## src/design/crr_pkg.sv

```systemverilog
package crr_pkg;

    // Configuration register indexes.
    localparam logic [1:0] CFG_OPEN_REF  = 2'd0;
    localparam logic [1:0] CFG_CLOSE_REF = 2'd1;
    localparam logic [1:0] CFG_MAX_STEP  = 2'd2;

    localparam int CFG_INDEX_W = 2;
    localparam int CFG_DATA_W  = 16;

    // Q16 one, lower bound of the speed ratio and default step size.
    localparam logic [16:0] Q16_ONE      = 17'd65536;
    localparam logic [16:0] SPEED_MIN    = 17'd655;
    localparam logic [15:0] STEP_DEFAULT = 16'd300;

    // Reset values of the configuration registers.
    localparam logic signed [15:0] OPEN_RESET  = 16'sd0;
    localparam logic signed [15:0] CLOSE_RESET = 16'sd19000;
    localparam logic [15:0]        STEP_RESET  = 16'd300;

    // Input item: a closure command or a timer tick.
    typedef struct packed {
        logic        kind;
        logic [16:0] closure;
        logic [16:0] speed_frac;
        logic [15:0] duration_ticks;
    } in_t;

    // Result item: one reference per active tick.
    typedef struct packed {
        logic signed [15:0] reference;
        logic               done_res;
    } out_t;

endpackage

```

## src/design/closure_reference_ramp.sv

```systemverilog
// Closure reference ramp generator. A command transfer (kind 0) sets the target
// open + round((close - open) * closure / 65536) and restarts the ramp from the
// last reference sent, or from the open reference if none has been sent; it gives
// no result. Each tick transfer (kind 1) during an active ramp gives one reference,
// and the last one of the ramp carries done_res; a tick with no active ramp gives
// nothing. With duration_ticks zero the reference moves by a fixed step per tick,
// otherwise it is interpolated linearly over duration_ticks ticks. All arithmetic
// runs on one shared 17x18 bit multiplier and a bit-serial divider under a small
// sequencer, and s_ready is low while an item is in work. A command passes through
// ST_MUL and ST_FIN, a speed mode tick through ST_MUL, ST_FIN and ST_EMIT, and an
// interpolating tick through ST_MUL, ST_FIN, ST_DIV, ST_RND and ST_EMIT; the
// divider gives one quotient bit per cycle. A finished result sits in the output
// register until it is taken while the next item is accepted; a result that finds
// the register full holds the block in ST_EMIT until the waiting one is taken.
module closure_reference_ramp (
    input  logic                                   aclk,
    input  logic                                   aresetn,
    input  logic                                   s_valid,
    output logic                                   s_ready,
    input  crr_pkg::in_t                           s_data,
    output logic                                   m_valid,
    input  logic                                   m_ready,
    output crr_pkg::out_t                          m_data,
    input  logic                                   cfg_we,
    input  logic [crr_pkg::CFG_INDEX_W-1:0]        cfg_index,
    input  logic [crr_pkg::CFG_DATA_W-1:0]         cfg_data
);

    typedef enum logic [2:0] {
        ST_IDLE,
        ST_MUL,
        ST_FIN,
        ST_DIV,
        ST_RND,
        ST_EMIT
    } state_t;

    typedef enum logic [1:0] {
        OP_CMD,
        OP_SPD,
        OP_DUR
    } op_t;

    // Saturate a 19 bit signed value to 16 bits.
    function automatic logic signed [15:0] sat16(input logic signed [18:0] v);
        logic signed [15:0] r;
        if (v > 19'sd32767) begin
            r = 16'sh7FFF;
        end else if (v < -19'sd32768) begin
            r = 16'sh8000;
        end else begin
            r = v[15:0];
        end
        return r;
    endfunction

    // Registers and their next values.
    state_t             state_reg, state_next;
    op_t                op_reg, op_next;
    logic signed [15:0] open_reg, open_next;
    logic signed [15:0] close_reg, close_next;
    logic [15:0]        max_step_reg, max_step_next;
    logic               active_reg, active_next;
    logic               speed_mode_reg, speed_mode_next;
    logic signed [15:0] start_reg, start_next;
    logic signed [15:0] present_reg, present_next;
    logic signed [15:0] goal_reg, goal_next;
    logic [16:0]        held_speed_reg, held_speed_next;
    logic [15:0]        ramp_len_reg, ramp_len_next;
    logic [15:0]        elapsed_reg, elapsed_next;
    logic signed [15:0] last_ref_reg, last_ref_next;
    logic               last_valid_reg, last_valid_next;
    logic signed [16:0] mul_a_reg, mul_a_next;
    logic [16:0]        mul_b_reg, mul_b_next;
    logic signed [34:0] prod_reg, prod_next;
    logic [31:0]        quo_reg, quo_next;
    logic [15:0]        rem_reg, rem_next;
    logic [4:0]         div_cnt_reg, div_cnt_next;
    logic               neg_reg, neg_next;
    logic signed [15:0] res_ref_reg, res_ref_next;
    logic               res_done_reg, res_done_next;
    logic               m_valid_reg, m_valid_next;
    crr_pkg::out_t      m_data_reg, m_data_next;

    // Shared multiplier.
    logic signed [34:0] mul_res;
    assign mul_res = mul_a_reg * $signed({1'b0, mul_b_reg});

    // Operands prepared at acceptance of an item.
    logic [16:0]        closure_c;
    logic [16:0]        speed_c;
    logic signed [16:0] span;
    logic signed [16:0] ramp_diff;
    logic [15:0]        elapsed_inc;
    logic [15:0]        step_size_cfg;

    assign closure_c = (s_data.closure > crr_pkg::Q16_ONE) ? crr_pkg::Q16_ONE
                                                           : s_data.closure;
    assign speed_c   = (s_data.speed_frac > crr_pkg::Q16_ONE) ? crr_pkg::Q16_ONE :
                       (s_data.speed_frac < crr_pkg::SPEED_MIN) ? crr_pkg::SPEED_MIN :
                       s_data.speed_frac;
    assign span      = {close_reg[15], close_reg} - {open_reg[15], open_reg};
    assign ramp_diff = {goal_reg[15], goal_reg} - {start_reg[15], start_reg};
    assign elapsed_inc = (elapsed_reg < ramp_len_reg) ? elapsed_reg + 16'd1 : elapsed_reg;
    assign step_size_cfg = (max_step_reg == 16'd0) ? crr_pkg::STEP_DEFAULT : max_step_reg;

    // Product magnitude and the target rounded half away from zero.
    logic [34:0]        prod_mag;
    logic [34:0]        prod_rnd;
    logic signed [17:0] target_q;
    logic signed [18:0] target_sum;

    assign prod_mag   = prod_reg[34] ? 35'(-prod_reg) : 35'(prod_reg);
    assign prod_rnd   = prod_mag + 35'd32768;
    assign target_q   = prod_reg[34] ? -$signed({1'b0, prod_rnd[32:16]})
                                     : $signed({1'b0, prod_rnd[32:16]});
    assign target_sum = {{3{open_reg[15]}}, open_reg} + {target_q[17], target_q};

    // Speed mode step and distance to the target.
    logic [16:0]        step_raw;
    logic [16:0]        step_size;
    logic signed [16:0] delta;
    logic [16:0]        delta_mag;
    logic signed [18:0] step_sum;

    assign step_raw  = prod_rnd[32:16];
    assign step_size = (step_raw == 17'd0) ? 17'd1 : step_raw;
    assign delta     = {goal_reg[15], goal_reg} - {present_reg[15], present_reg};
    assign delta_mag = delta[16] ? 17'(-delta) : 17'(delta);
    assign step_sum  = delta[16] ? {{3{present_reg[15]}}, present_reg} - {2'b00, step_size}
                                 : {{3{present_reg[15]}}, present_reg} + {2'b00, step_size};

    // One restoring division step per cycle.
    logic [16:0] div_trial;
    logic        div_ge;
    assign div_trial = {rem_reg, quo_reg[31]};
    assign div_ge    = div_trial >= {1'b0, ramp_len_reg};

    // Interpolated reference from quotient and remainder.
    logic               round_up;
    logic [16:0]        quo_rnd;
    logic signed [17:0] interp_q;
    logic signed [18:0] interp_sum;

    assign round_up   = {rem_reg, 1'b0} >= {1'b0, ramp_len_reg};
    assign quo_rnd    = {1'b0, quo_reg[15:0]} + {16'd0, round_up};
    assign interp_q   = neg_reg ? -$signed({1'b0, quo_rnd}) : $signed({1'b0, quo_rnd});
    assign interp_sum = {{3{start_reg[15]}}, start_reg} + {interp_q[17], interp_q};

    // Sequencer and state update.
    always_comb begin
        state_next      = state_reg;
        op_next         = op_reg;
        open_next       = open_reg;
        close_next      = close_reg;
        max_step_next   = max_step_reg;
        active_next     = active_reg;
        speed_mode_next = speed_mode_reg;
        start_next      = start_reg;
        present_next    = present_reg;
        goal_next       = goal_reg;
        held_speed_next = held_speed_reg;
        ramp_len_next   = ramp_len_reg;
        elapsed_next    = elapsed_reg;
        last_ref_next   = last_ref_reg;
        last_valid_next = last_valid_reg;
        mul_a_next      = mul_a_reg;
        mul_b_next      = mul_b_reg;
        prod_next       = prod_reg;
        quo_next        = quo_reg;
        rem_next        = rem_reg;
        div_cnt_next    = div_cnt_reg;
        neg_next        = neg_reg;
        res_ref_next    = res_ref_reg;
        res_done_next   = res_done_reg;
        m_valid_next    = m_valid_reg;
        m_data_next     = m_data_reg;

        // The output register empties on a result transfer.
        if (m_valid_reg && m_ready) begin
            m_valid_next = 1'b0;
        end

        // Configuration writes; indexes past the list are ignored.
        if (cfg_we) begin
            unique case (cfg_index)
                crr_pkg::CFG_OPEN_REF:  open_next     = $signed(cfg_data);
                crr_pkg::CFG_CLOSE_REF: close_next    = $signed(cfg_data);
                crr_pkg::CFG_MAX_STEP:  max_step_next = cfg_data;
                default: ;
            endcase
        end

        unique case (state_reg)
            ST_IDLE: begin
                if (s_valid) begin
                    if (!s_data.kind) begin
                        // Command: restart the ramp from the last reference sent.
                        op_next         = OP_CMD;
                        mul_a_next      = span;
                        mul_b_next      = closure_c;
                        start_next      = last_valid_reg ? last_ref_reg : open_reg;
                        present_next    = last_valid_reg ? last_ref_reg : open_reg;
                        held_speed_next = speed_c;
                        ramp_len_next   = s_data.duration_ticks;
                        elapsed_next    = 16'd0;
                        speed_mode_next = (s_data.duration_ticks == 16'd0);
                        active_next     = 1'b1;
                        state_next      = ST_MUL;
                    end else if (active_reg) begin
                        if (speed_mode_reg) begin
                            op_next    = OP_SPD;
                            mul_a_next = $signed({1'b0, step_size_cfg});
                            mul_b_next = held_speed_reg;
                            state_next = ST_MUL;
                        end else if (ramp_len_reg == 16'd0) begin
                            active_next   = 1'b0;
                            present_next  = goal_reg;
                            last_ref_next = goal_reg;
                            last_valid_next = 1'b1;
                            res_ref_next  = goal_reg;
                            res_done_next = 1'b1;
                            state_next    = ST_EMIT;
                        end else begin
                            op_next      = OP_DUR;
                            elapsed_next = elapsed_inc;
                            mul_a_next   = ramp_diff;
                            mul_b_next   = {1'b0, elapsed_inc};
                            state_next   = ST_MUL;
                        end
                    end
                end
            end

            ST_MUL: begin
                prod_next  = mul_res;
                state_next = ST_FIN;
            end

            ST_FIN: begin
                unique case (op_reg)
                    OP_CMD: begin
                        goal_next  = sat16(target_sum);
                        state_next = ST_IDLE;
                    end
                    OP_SPD: begin
                        if (delta_mag <= step_size) begin
                            present_next  = goal_reg;
                            active_next   = 1'b0;
                            res_ref_next  = goal_reg;
                            res_done_next = 1'b1;
                            last_ref_next = goal_reg;
                        end else begin
                            present_next  = sat16(step_sum);
                            res_ref_next  = sat16(step_sum);
                            res_done_next = 1'b0;
                            last_ref_next = sat16(step_sum);
                        end
                        last_valid_next = 1'b1;
                        state_next      = ST_EMIT;
                    end
                    OP_DUR: begin
                        // Divide the product magnitude by the ramp length.
                        quo_next     = prod_mag[31:0];
                        rem_next     = 16'd0;
                        neg_next     = prod_reg[34];
                        div_cnt_next = 5'd0;
                        state_next   = ST_DIV;
                    end
                    default: state_next = ST_IDLE;
                endcase
            end

            ST_DIV: begin
                rem_next     = div_ge ? 16'(div_trial - {1'b0, ramp_len_reg})
                                      : div_trial[15:0];
                quo_next     = {quo_reg[30:0], div_ge};
                div_cnt_next = div_cnt_reg + 5'd1;
                if (div_cnt_reg == 5'd31) begin
                    state_next = ST_RND;
                end
            end

            ST_RND: begin
                present_next    = sat16(interp_sum);
                res_ref_next    = sat16(interp_sum);
                last_ref_next   = sat16(interp_sum);
                last_valid_next = 1'b1;
                res_done_next   = (elapsed_reg >= ramp_len_reg);
                if (elapsed_reg >= ramp_len_reg) begin
                    active_next = 1'b0;
                end
                state_next = ST_EMIT;
            end

            ST_EMIT: begin
                // Wait for room in the output register.
                if (!m_valid_reg || m_ready) begin
                    m_data_next.reference = res_ref_reg;
                    m_data_next.done_res  = res_done_reg;
                    m_valid_next          = 1'b1;
                    state_next            = ST_IDLE;
                end
            end

            default: state_next = ST_IDLE;
        endcase
    end

    always_ff @(posedge aclk) begin
        if (!aresetn) begin
            state_reg      <= ST_IDLE;
            op_reg         <= OP_CMD;
            open_reg       <= crr_pkg::OPEN_RESET;
            close_reg      <= crr_pkg::CLOSE_RESET;
            max_step_reg   <= crr_pkg::STEP_RESET;
            active_reg     <= 1'b0;
            speed_mode_reg <= 1'b0;
            start_reg      <= 16'sd0;
            present_reg    <= 16'sd0;
            goal_reg       <= 16'sd0;
            held_speed_reg <= crr_pkg::Q16_ONE;
            ramp_len_reg   <= 16'd0;
            elapsed_reg    <= 16'd0;
            last_ref_reg   <= 16'sd0;
            last_valid_reg <= 1'b0;
            div_cnt_reg    <= 5'd0;
            m_valid_reg    <= 1'b0;
        end else begin
            state_reg      <= state_next;
            op_reg         <= op_next;
            open_reg       <= open_next;
            close_reg      <= close_next;
            max_step_reg   <= max_step_next;
            active_reg     <= active_next;
            speed_mode_reg <= speed_mode_next;
            start_reg      <= start_next;
            present_reg    <= present_next;
            goal_reg       <= goal_next;
            held_speed_reg <= held_speed_next;
            ramp_len_reg   <= ramp_len_next;
            elapsed_reg    <= elapsed_next;
            last_ref_reg   <= last_ref_next;
            last_valid_reg <= last_valid_next;
            div_cnt_reg    <= div_cnt_next;
            m_valid_reg    <= m_valid_next;
        end
        mul_a_reg    <= mul_a_next;
        mul_b_reg    <= mul_b_next;
        prod_reg     <= prod_next;
        quo_reg      <= quo_next;
        rem_reg      <= rem_next;
        neg_reg      <= neg_next;
        res_ref_reg  <= res_ref_next;
        res_done_reg <= res_done_next;
        m_data_reg   <= m_data_next;
    end

    assign s_ready = (state_reg == ST_IDLE);
    assign m_valid = m_valid_reg;
    assign m_data  = m_data_reg;

endmodule
```

## config.mk

```make
export PLATFORM = sky130hd
export DESIGN_NAME = closure_reference_ramp
export DESIGN_NICKNAME = d
export VERILOG_FILES = /design/src/design/crr_pkg.sv /design/src/design/closure_reference_ramp.sv
export SDC_FILE = /design/constraint.sdc
export NUM_CORES = 2
export LEC_CHECK = 0
export BUFFER_PORTS_ARGS = -buffer_cell sky130_fd_sc_hd__buf_4
export CAP_MARGIN = 20
export CORE_MARGIN = 2
export CORE_UTILIZATION = 65
export DETAILED_ROUTE_END_ITERATION = 10
export PLACE_DENSITY_LB_ADDON = 0.12
export SYNTH_ARGS = -nofsm -noshare
export SYNTH_HDL_FRONTEND = slang
export SYNTH_SLANG_ARGS = --single-unit
```

## constraint.sdc

```tcl
create_clock -name aclk -period 17.4 [get_ports aclk]
set_input_delay 1.74 -clock aclk [delete_from_list [all_inputs] [get_ports aclk]]
set_output_delay 1.74 -clock aclk [all_outputs]
set_load 0.01 [all_outputs]
```

# Word-level counts from Yosys, hierarchy flattened
# Index checks and enable logic that the tools add are counted.
# word_totals
regBits	327
latchBits	0
ramBits	0
rom_bits	0
word_cells	196
mem_count	0
# classes
add_sub_neg	16
mul	1
div_mod_pow	0
order_cmp	14
n_eq_ne	28
shift	0
muxes	83
n_bitwise	1
n_reduce_logical	26
# ops
op	count
two-way mux 16 bit	24
two-way mux 17 bit	13
case mux 16 bit (3 select lines)	2
case mux 32 bit (2 select lines)	1
adder 16 x 18 -> 19 bit	3
greater-than comparator 19 x 16 -> 1 bit (second input constant)	3
< comparator 19 x 16 -> 1 bit (second input constant)	3
subtractor 16 x 16 -> 17 bit	3
logical NOT 16 bit	3
two-way mux 18 bit	2
negation 17 -> 18 bit	2
multiplier 17 x 18 -> 35 bit	1
>= comparator 17 x 16 -> 1 bit	2
greater-than comparator 17 bit (second input constant)	2
adder 33 x 16 -> 33 bit (second input constant)	1
two-way mux 33 bit	1
negation 33 bit	1
two-way mux 32 bit	1
case mux 16 bit (2 select lines)	1
two-way mux 3 bit	7
two-way mux 1 bit	19
two-way mux 19 bit	1
subtractor 16 x 18 -> 19 bit	1
!= test 2 bit (second input constant)	9
other kinds (39)	63

# Logic depth before layout (Yosys ltp)
# depth
ltp_word	13
ltp_mapped	42
ltp_nobuf	39

# Least setup slack after synthesis
# Ideal clock, no wire load.
# synth_path
path_type	reg2reg
startpoint	reg prod_reg[34]
endpoint	reg res_ref_reg[2], data pin
setup_ns	0.259
t_arrival_ns	8.359
setup_slack_ns	8.782
path_stages_with_launch	42
path_buffers	8
synth_period_minus_slack_ns	8.618
cell_sequence	edfxtp_1 clkbuf_1 clkbuf_1 clkbuf_1 clkbuf_1 clkbuf_1 o21ai_0 xnor2_1 ha_1 clkbuf_1 xnor2_1 and2_1 a41oi_1 o21ai_0 mux2i_1 a21oi_1 o211ai_1 or2_2 (+6 left out) o21ai_0 o21ai_0 xnor2_1 a21oi_1 ha_1 a21o_1 a21oi_1 o21ai_0 nand2_1 a31oi_1 a211oi_1 xor2_1 nand3_1 a21o_1 a32oi_4 buf_6 o211ai_4 or2_1
# synth_between
elab_chain_len	12
word_cells_on_any_way	15
cone_classes	add/sub (3); order compare (3); mux (8); reduce/logical (1)
# synth_lines
element	line_no	rtl
start: declaration	closure_reference_ramp.sv:75	logic signed [34:0] prod_reg, prod_next;
start signal: assignment	closure_reference_ramp.sv:350	prod_reg <= prod_next;
two-way mux 33 bit *	closure_reference_ramp.sv:113	assign prod_mag = prod_reg[34] ? 35'(-prod_reg) : 35'(prod_reg);
adder 33 x 16 -> 33 bit *	closure_reference_ramp.sv:114	assign prod_rnd = prod_mag + 35'd32768;
logical NOT 17 bit	closure_reference_ramp.sv:127	assign step_size = (step_raw == 17'd0) ? 17'd1 : step_raw;
two-way mux 17 bit *	closure_reference_ramp.sv:127	
adder 16 x 18 -> 19 bit / subtractor 16 x 18 -> 19 bit (equally long branches)	closure_reference_ramp.sv:131, closure_reference_ramp.sv:130	
two-way mux 19 bit	closure_reference_ramp.sv:130	assign step_sum = delta[16] ? {{3{present_reg[15]}}, present_reg} - {2'b00, step_size}
< comparator 19 x 16 -> 1 bit	n/a	
two-way mux 16 bit (2 in a row)	n/a	
two-way mux 16 bit * (2 in a row)	n/a	
case mux 16 bit (3 select lines) *	n/a	
net last_ref_next[2]	closure_reference_ramp.sv:71	logic signed [15:0] last_ref_reg, last_ref_next;
end signal: assignment	closure_reference_ramp.sv:354	res_ref_reg <= res_ref_next;
end: declaration	closure_reference_ramp.sv:80	logic signed [15:0] res_ref_reg, res_ref_next;
# Mark *: on every way through the listed nets, which the timed path passes. The rest lies on a longest branch. The select of a mux whose other input is x is not followed.
# A chain may end at the register's enable or synchronous reset.

# Final worst setup path
# layout_path
startpoint	reg prod_reg[3]
endpoint	reg res_ref_reg[14], data pin
# layout_between
elab_chain_len	13
word_cells_on_any_way	16
cone_classes	add/sub (4); order compare (3); mux (8); reduce/logical (1)
# layout_lines
element	line_no
negation 33 bit	closure_reference_ramp.sv:113
two-way mux 33 bit *	closure_reference_ramp.sv:113
adder 33 x 16 -> 33 bit *	closure_reference_ramp.sv:114
logical NOT 17 bit	closure_reference_ramp.sv:127
two-way mux 17 bit *	closure_reference_ramp.sv:127
adder 16 x 18 -> 19 bit / subtractor 16 x 18 -> 19 bit (equally long branches)	closure_reference_ramp.sv:131, closure_reference_ramp.sv:130
two-way mux 19 bit	closure_reference_ramp.sv:130
< comparator 19 x 16 -> 1 bit	n/a
two-way mux 16 bit (2 in a row)	n/a
two-way mux 16 bit * (2 in a row)	n/a
case mux 16 bit (3 select lines) *	n/a
net last_ref_next[14]	closure_reference_ramp.sv:71
# Marked as above.

==> results list <==
- Summing all multi-input logic gate instances after layout gives ~23,000 um^2.
- Maximum cell stage delay along the critical path: around 0.88 ns
* Simple-gate portion of the synthesized area: 19.5%
- The worst register-to-register path ends at res_ref_reg[14]$_DFFE_PP_.
- Clock latency on the worst-skew pair, taken at its later pin, is roughly 0.57 ns.
* CTS clock-pin slew for the worst setup and hold paths: ~0.060 ns
* Count of endpoints failing hold in the final timing report: 0
- Number of antenna violations at the first check in global routing: 3
* Tcrit/Tclk final: between 60% and 70%
- Xor/xnor share of the synthesized area: under 10%
* Post-Syn Nets: between 4k and 5k
- The most used flip-flop cell after synthesis is dfxtp_1.
- Number of max-capacitance violations reported: 0
* Layout area overhead: 6.92%
- The count of nets left with antenna violations once routing finished came out at 0.
- Placeable Area: 50,300 um^2
- Nature of the critical path startpoint: register
* Number of unique standard cell types used by synthesis: 98
- The slowest stage of the critical path belongs to the cell nor4_1.
- Run status: complete, no violations
- On the final layout, the worst clock skew is 0.0181 ns.
- FFs w/ async S/R, synth: 0%
* DRC violation count after routing: 0
- Worst-case reg-to-reg path depth: 30
- In the final layout, the share of cells above drive strength 1 is under 10%.
* Number of hold buffers added after cts: 0
* Count of filler cells inserted in the layout: roughly 4.1k
* Final Routed Wirelength: between 90,000 and 100,000 um
* Tightest Pin Transition: 1.05 ns
* Adder and majority gate portion of the synthesized area: roughly a quarter
* Initial Util: between 60% and 70%
- Initial drt markers: roughly 2.8k
- Yosys mapped a number of flops with a built-in enable equal to about 150.
- Critical Setup Path Class: reg -> reg
- Maximum number of pins on one net before global-route repair: about 110
- Critical path startpoint: prod_reg[3]$_DFFE_PP_
* Die area: 52,800 um^2
* Post-Synthesis Cells: roughly 4k
- Die extent in x: ~230 um
- RePlAce Congestion: between 1 and 1.5
- Net total in the final layout: roughly 4.5k
- Worst Path Arrival: ~11 ns
- The most critical setup path has its endpoint at res_ref_reg[14]$_DFFE_PP_.
* Share of the yosys chip area belonging to registers: between 20% and 30%
- In the final routed layout, each cell accounts on average for approximately 20 um.
- TritonCTS built the clock tree.
* Shortest period the worst path allows: roughly 11 ns
- In this run the post-CTS setup repair buffer count came out at 0.
- Worst reg2reg path startpoint: prod_reg[3]$_DFFE_PP_
- Number of synthesized register bits: 326
- Compound-Gate Fraction of Synth Area: roughly 17%
* Remaining global-route overflow: 0
* Setup repair after global routing missed its margin: no
- Final setup violation count: 0
- Worst Slack Setup Final: slightly below 7 ns
* Number of global-route vias before repair: roughly 27k
- In this run the most critical hold path is launched from res_done_reg$_DFFE_PP_.
* CTS sink cnt: about 330
* Average cell area after synthesis: roughly 8.5 um^2
- The die is 230 um tall.
* Via count normalized by instance count: 6.16
- Class of the worst hold path: reg -> reg
- 93 I/O pins were placed.
- Final max-slew violation count: 0
- Setup TNS Final: 0 ns
- Summed over all nets, the half-perimeter wirelength after detailed placement is 72,000 um.
- Level count of the clock H-tree: 2
- Dpl ws: just over 7 ns
- Across the whole layout, storage elements account for ~8000 um^2.
- Cells fill a little over two thirds of the core in the end.
* Largest register FFs: 34
- Data required time of the critical path: 17.73 ns
* Post-synthesis instance area: about 33,000 um^2
- Once the clock tree was built, the resizer swapped 0 gates to a different size.
* Initial DRT Pass Iterations: 6
- Root cell of the clock tree: clkbuf_16
* Count of port buffers added during placement: around 90
- Main combinational cell family by area after synthesis: adder cells
* Largest fanout on the critical path: 21
- The worst hold path was traced through 0 stages.
- Worst slew slack as a fraction of its limit: 29.3%
* Warning count from the yosys run: 0
- The worst setup path is captured at a register.
- The first global-routing pass estimated roughly 150,000 um of wire.
- For this run, the top clock speed supported by timing is roughly 94 MHz.
- The floorplan has 82 rows.
- Across all layers, the routed design uses roughly 28k vias.
- Share of synthesized area spent on multiplexers: less than 1%
- Clock tree synthesis inserted a total of 37 buffers.
* Total global routing track utilization: approximately 36%
* Buffer levels on the longest clock path: 3
- Worst-case register-to-register setup slack: about 6.8 ns
cells in the mapped netlist (all sizes together), types with 13 or more instances:
library cell	instances	area share (%)
mux2i	25	0.75
edfxtp	151	14
nor2	189	2.2
o211ai	24	0.68
o31ai	24	0.63
o211a	18	0.54
inv	417	4.7
dfxtp	175	11
xnor2	157	4.1
a22oi	25	0.57
or3	24	0.45
a21o	47	1.1
o21ai	263	4.0
ha	296	11
and3	25	0.47
fa	231	14
a21boi	86	1.9
nand4	26	0.54
nor4	39	0.85
nor3	49	0.74
o21a	26	0.59
xor2	87	2.4
nor2b	62	1.2
a21oi	186	2.8
a31oi	30	0.57
buf	17	0.30
nand3	72	1.1
and2	154	2.9
nand2b	43	0.81
nand2	582	6.6
a211oi	13	0.31
clkbuf	154	1.7
or2	13	0.25
a22o	21	0.55
or4	15	0.38
layer usage:
layer  track usage [%]  vias up  wire length (um)
li1                  -    13280                 -
met1              49.0    13626             40000
met2              55.3     1163             41400
met3              9.50      198              9550
met4              11.8        6              3280
met5                 0        -                34
per-stage QoR:
stage,instance area [um^2],cells,hold slack (ns)
floorplan,33200,3907,0.400
global placement,34200,4520,0.408
detailed placement,34200,4520,0.410
CTS,35500,4588,0.426
global route,35500,4588,0.440
finish,35500,4590,0.428
worst max-delay path: cells and delay by family, from the launching register on:
kind,cells,cell delay (ns)
and+or+nand+nor,10,3.34
adders and majority gates,3,1.16
buffers and inverters,2,0.47
xor gates and xnor gates,3,0.62
muxes,1,0.41
DFF,1,0.50
AOI/OAI and AO/OA,11,3.84
how the worst min path moves through the flow:
| stage | slack (ns) | to |
|---|---|---|
| after detailed placement | 0.41 | m_data[5]$_DFFE_PP_ |
| after global routing | 0.44 | m_data[9]$_DFFE_PP_ |
| after CTS | 0.43 | m_data[8]$_DFFE_PP_ |
| after floorplan | 0.40 | m_data[0]$_DFFE_PP_ |
| after global placement | 0.41 | m_data[8]$_DFFE_PP_ |
| final | 0.43 | m_data[0]$_DFFE_PP_ |
cell families (layout without fill, tap and decap cells):
| family | after synthesis | count (layout) |
|---|---|---|
| adders and majority gates | 527 | 527 |
| and+or+nand+nor | 1335 | 1335 |
| muxes | 27 | 27 |
| DFF | 326 | 326 |
| xor gates and xnor gates | 244 | 244 |
| AOI/OAI and AO/OA | 860 | 860 |
| other | 0 | 2 |
| buffers and inverters | 588 | 597 |
layout make-up:
type,count,area share [%]
Inverter,417,4.41
Antenna cell,2,0.0141
Sequential cell,326,22.7
Clock buffer,48,2.84
Timing Repair Buffer,112,2.37
Clock inverter,20,0.706
Tap cell,672,2.37
Multi-Input combinational cell,2993,64.6
placed cells by master (no fill, tap or decap), types with 25 or more instances in the layout:
master / Yosys / routed
a31oi_1: 30 / 30
xnor2_1: 157 / 157
ha_1: 296 / 296
o21a_1: 26 / 26
clkbuf_16: 0 / 38
and3_1: 25 / 25
nand3_1: 71 / 71
nor4_1: 36 / 36
nand2b_1: 43 / 43
buf_4: 1 / 112
inv_1: 416 / 416
nand4_1: 25 / 25
a22oi_1: 25 / 25
fa_1: 231 / 231
xor2_1: 84 / 84
edfxtp_1: 151 / 151
a21oi_1: 186 / 186
a21boi_0: 86 / 86
nor3_1: 49 / 49
nor2_1: 188 / 187
a21o_1: 47 / 47
nand2_1: 582 / 580
o21ai_0: 259 / 258
and2_1: 154 / 154
dfxtp_1: 175 / 175
nor2b_1: 62 / 61
mux2i_1: 25 / 25
Power is left out: the tool's default activity adds up to more than one toggle a clock period on the data nets, which glitch-free logic cannot reach.
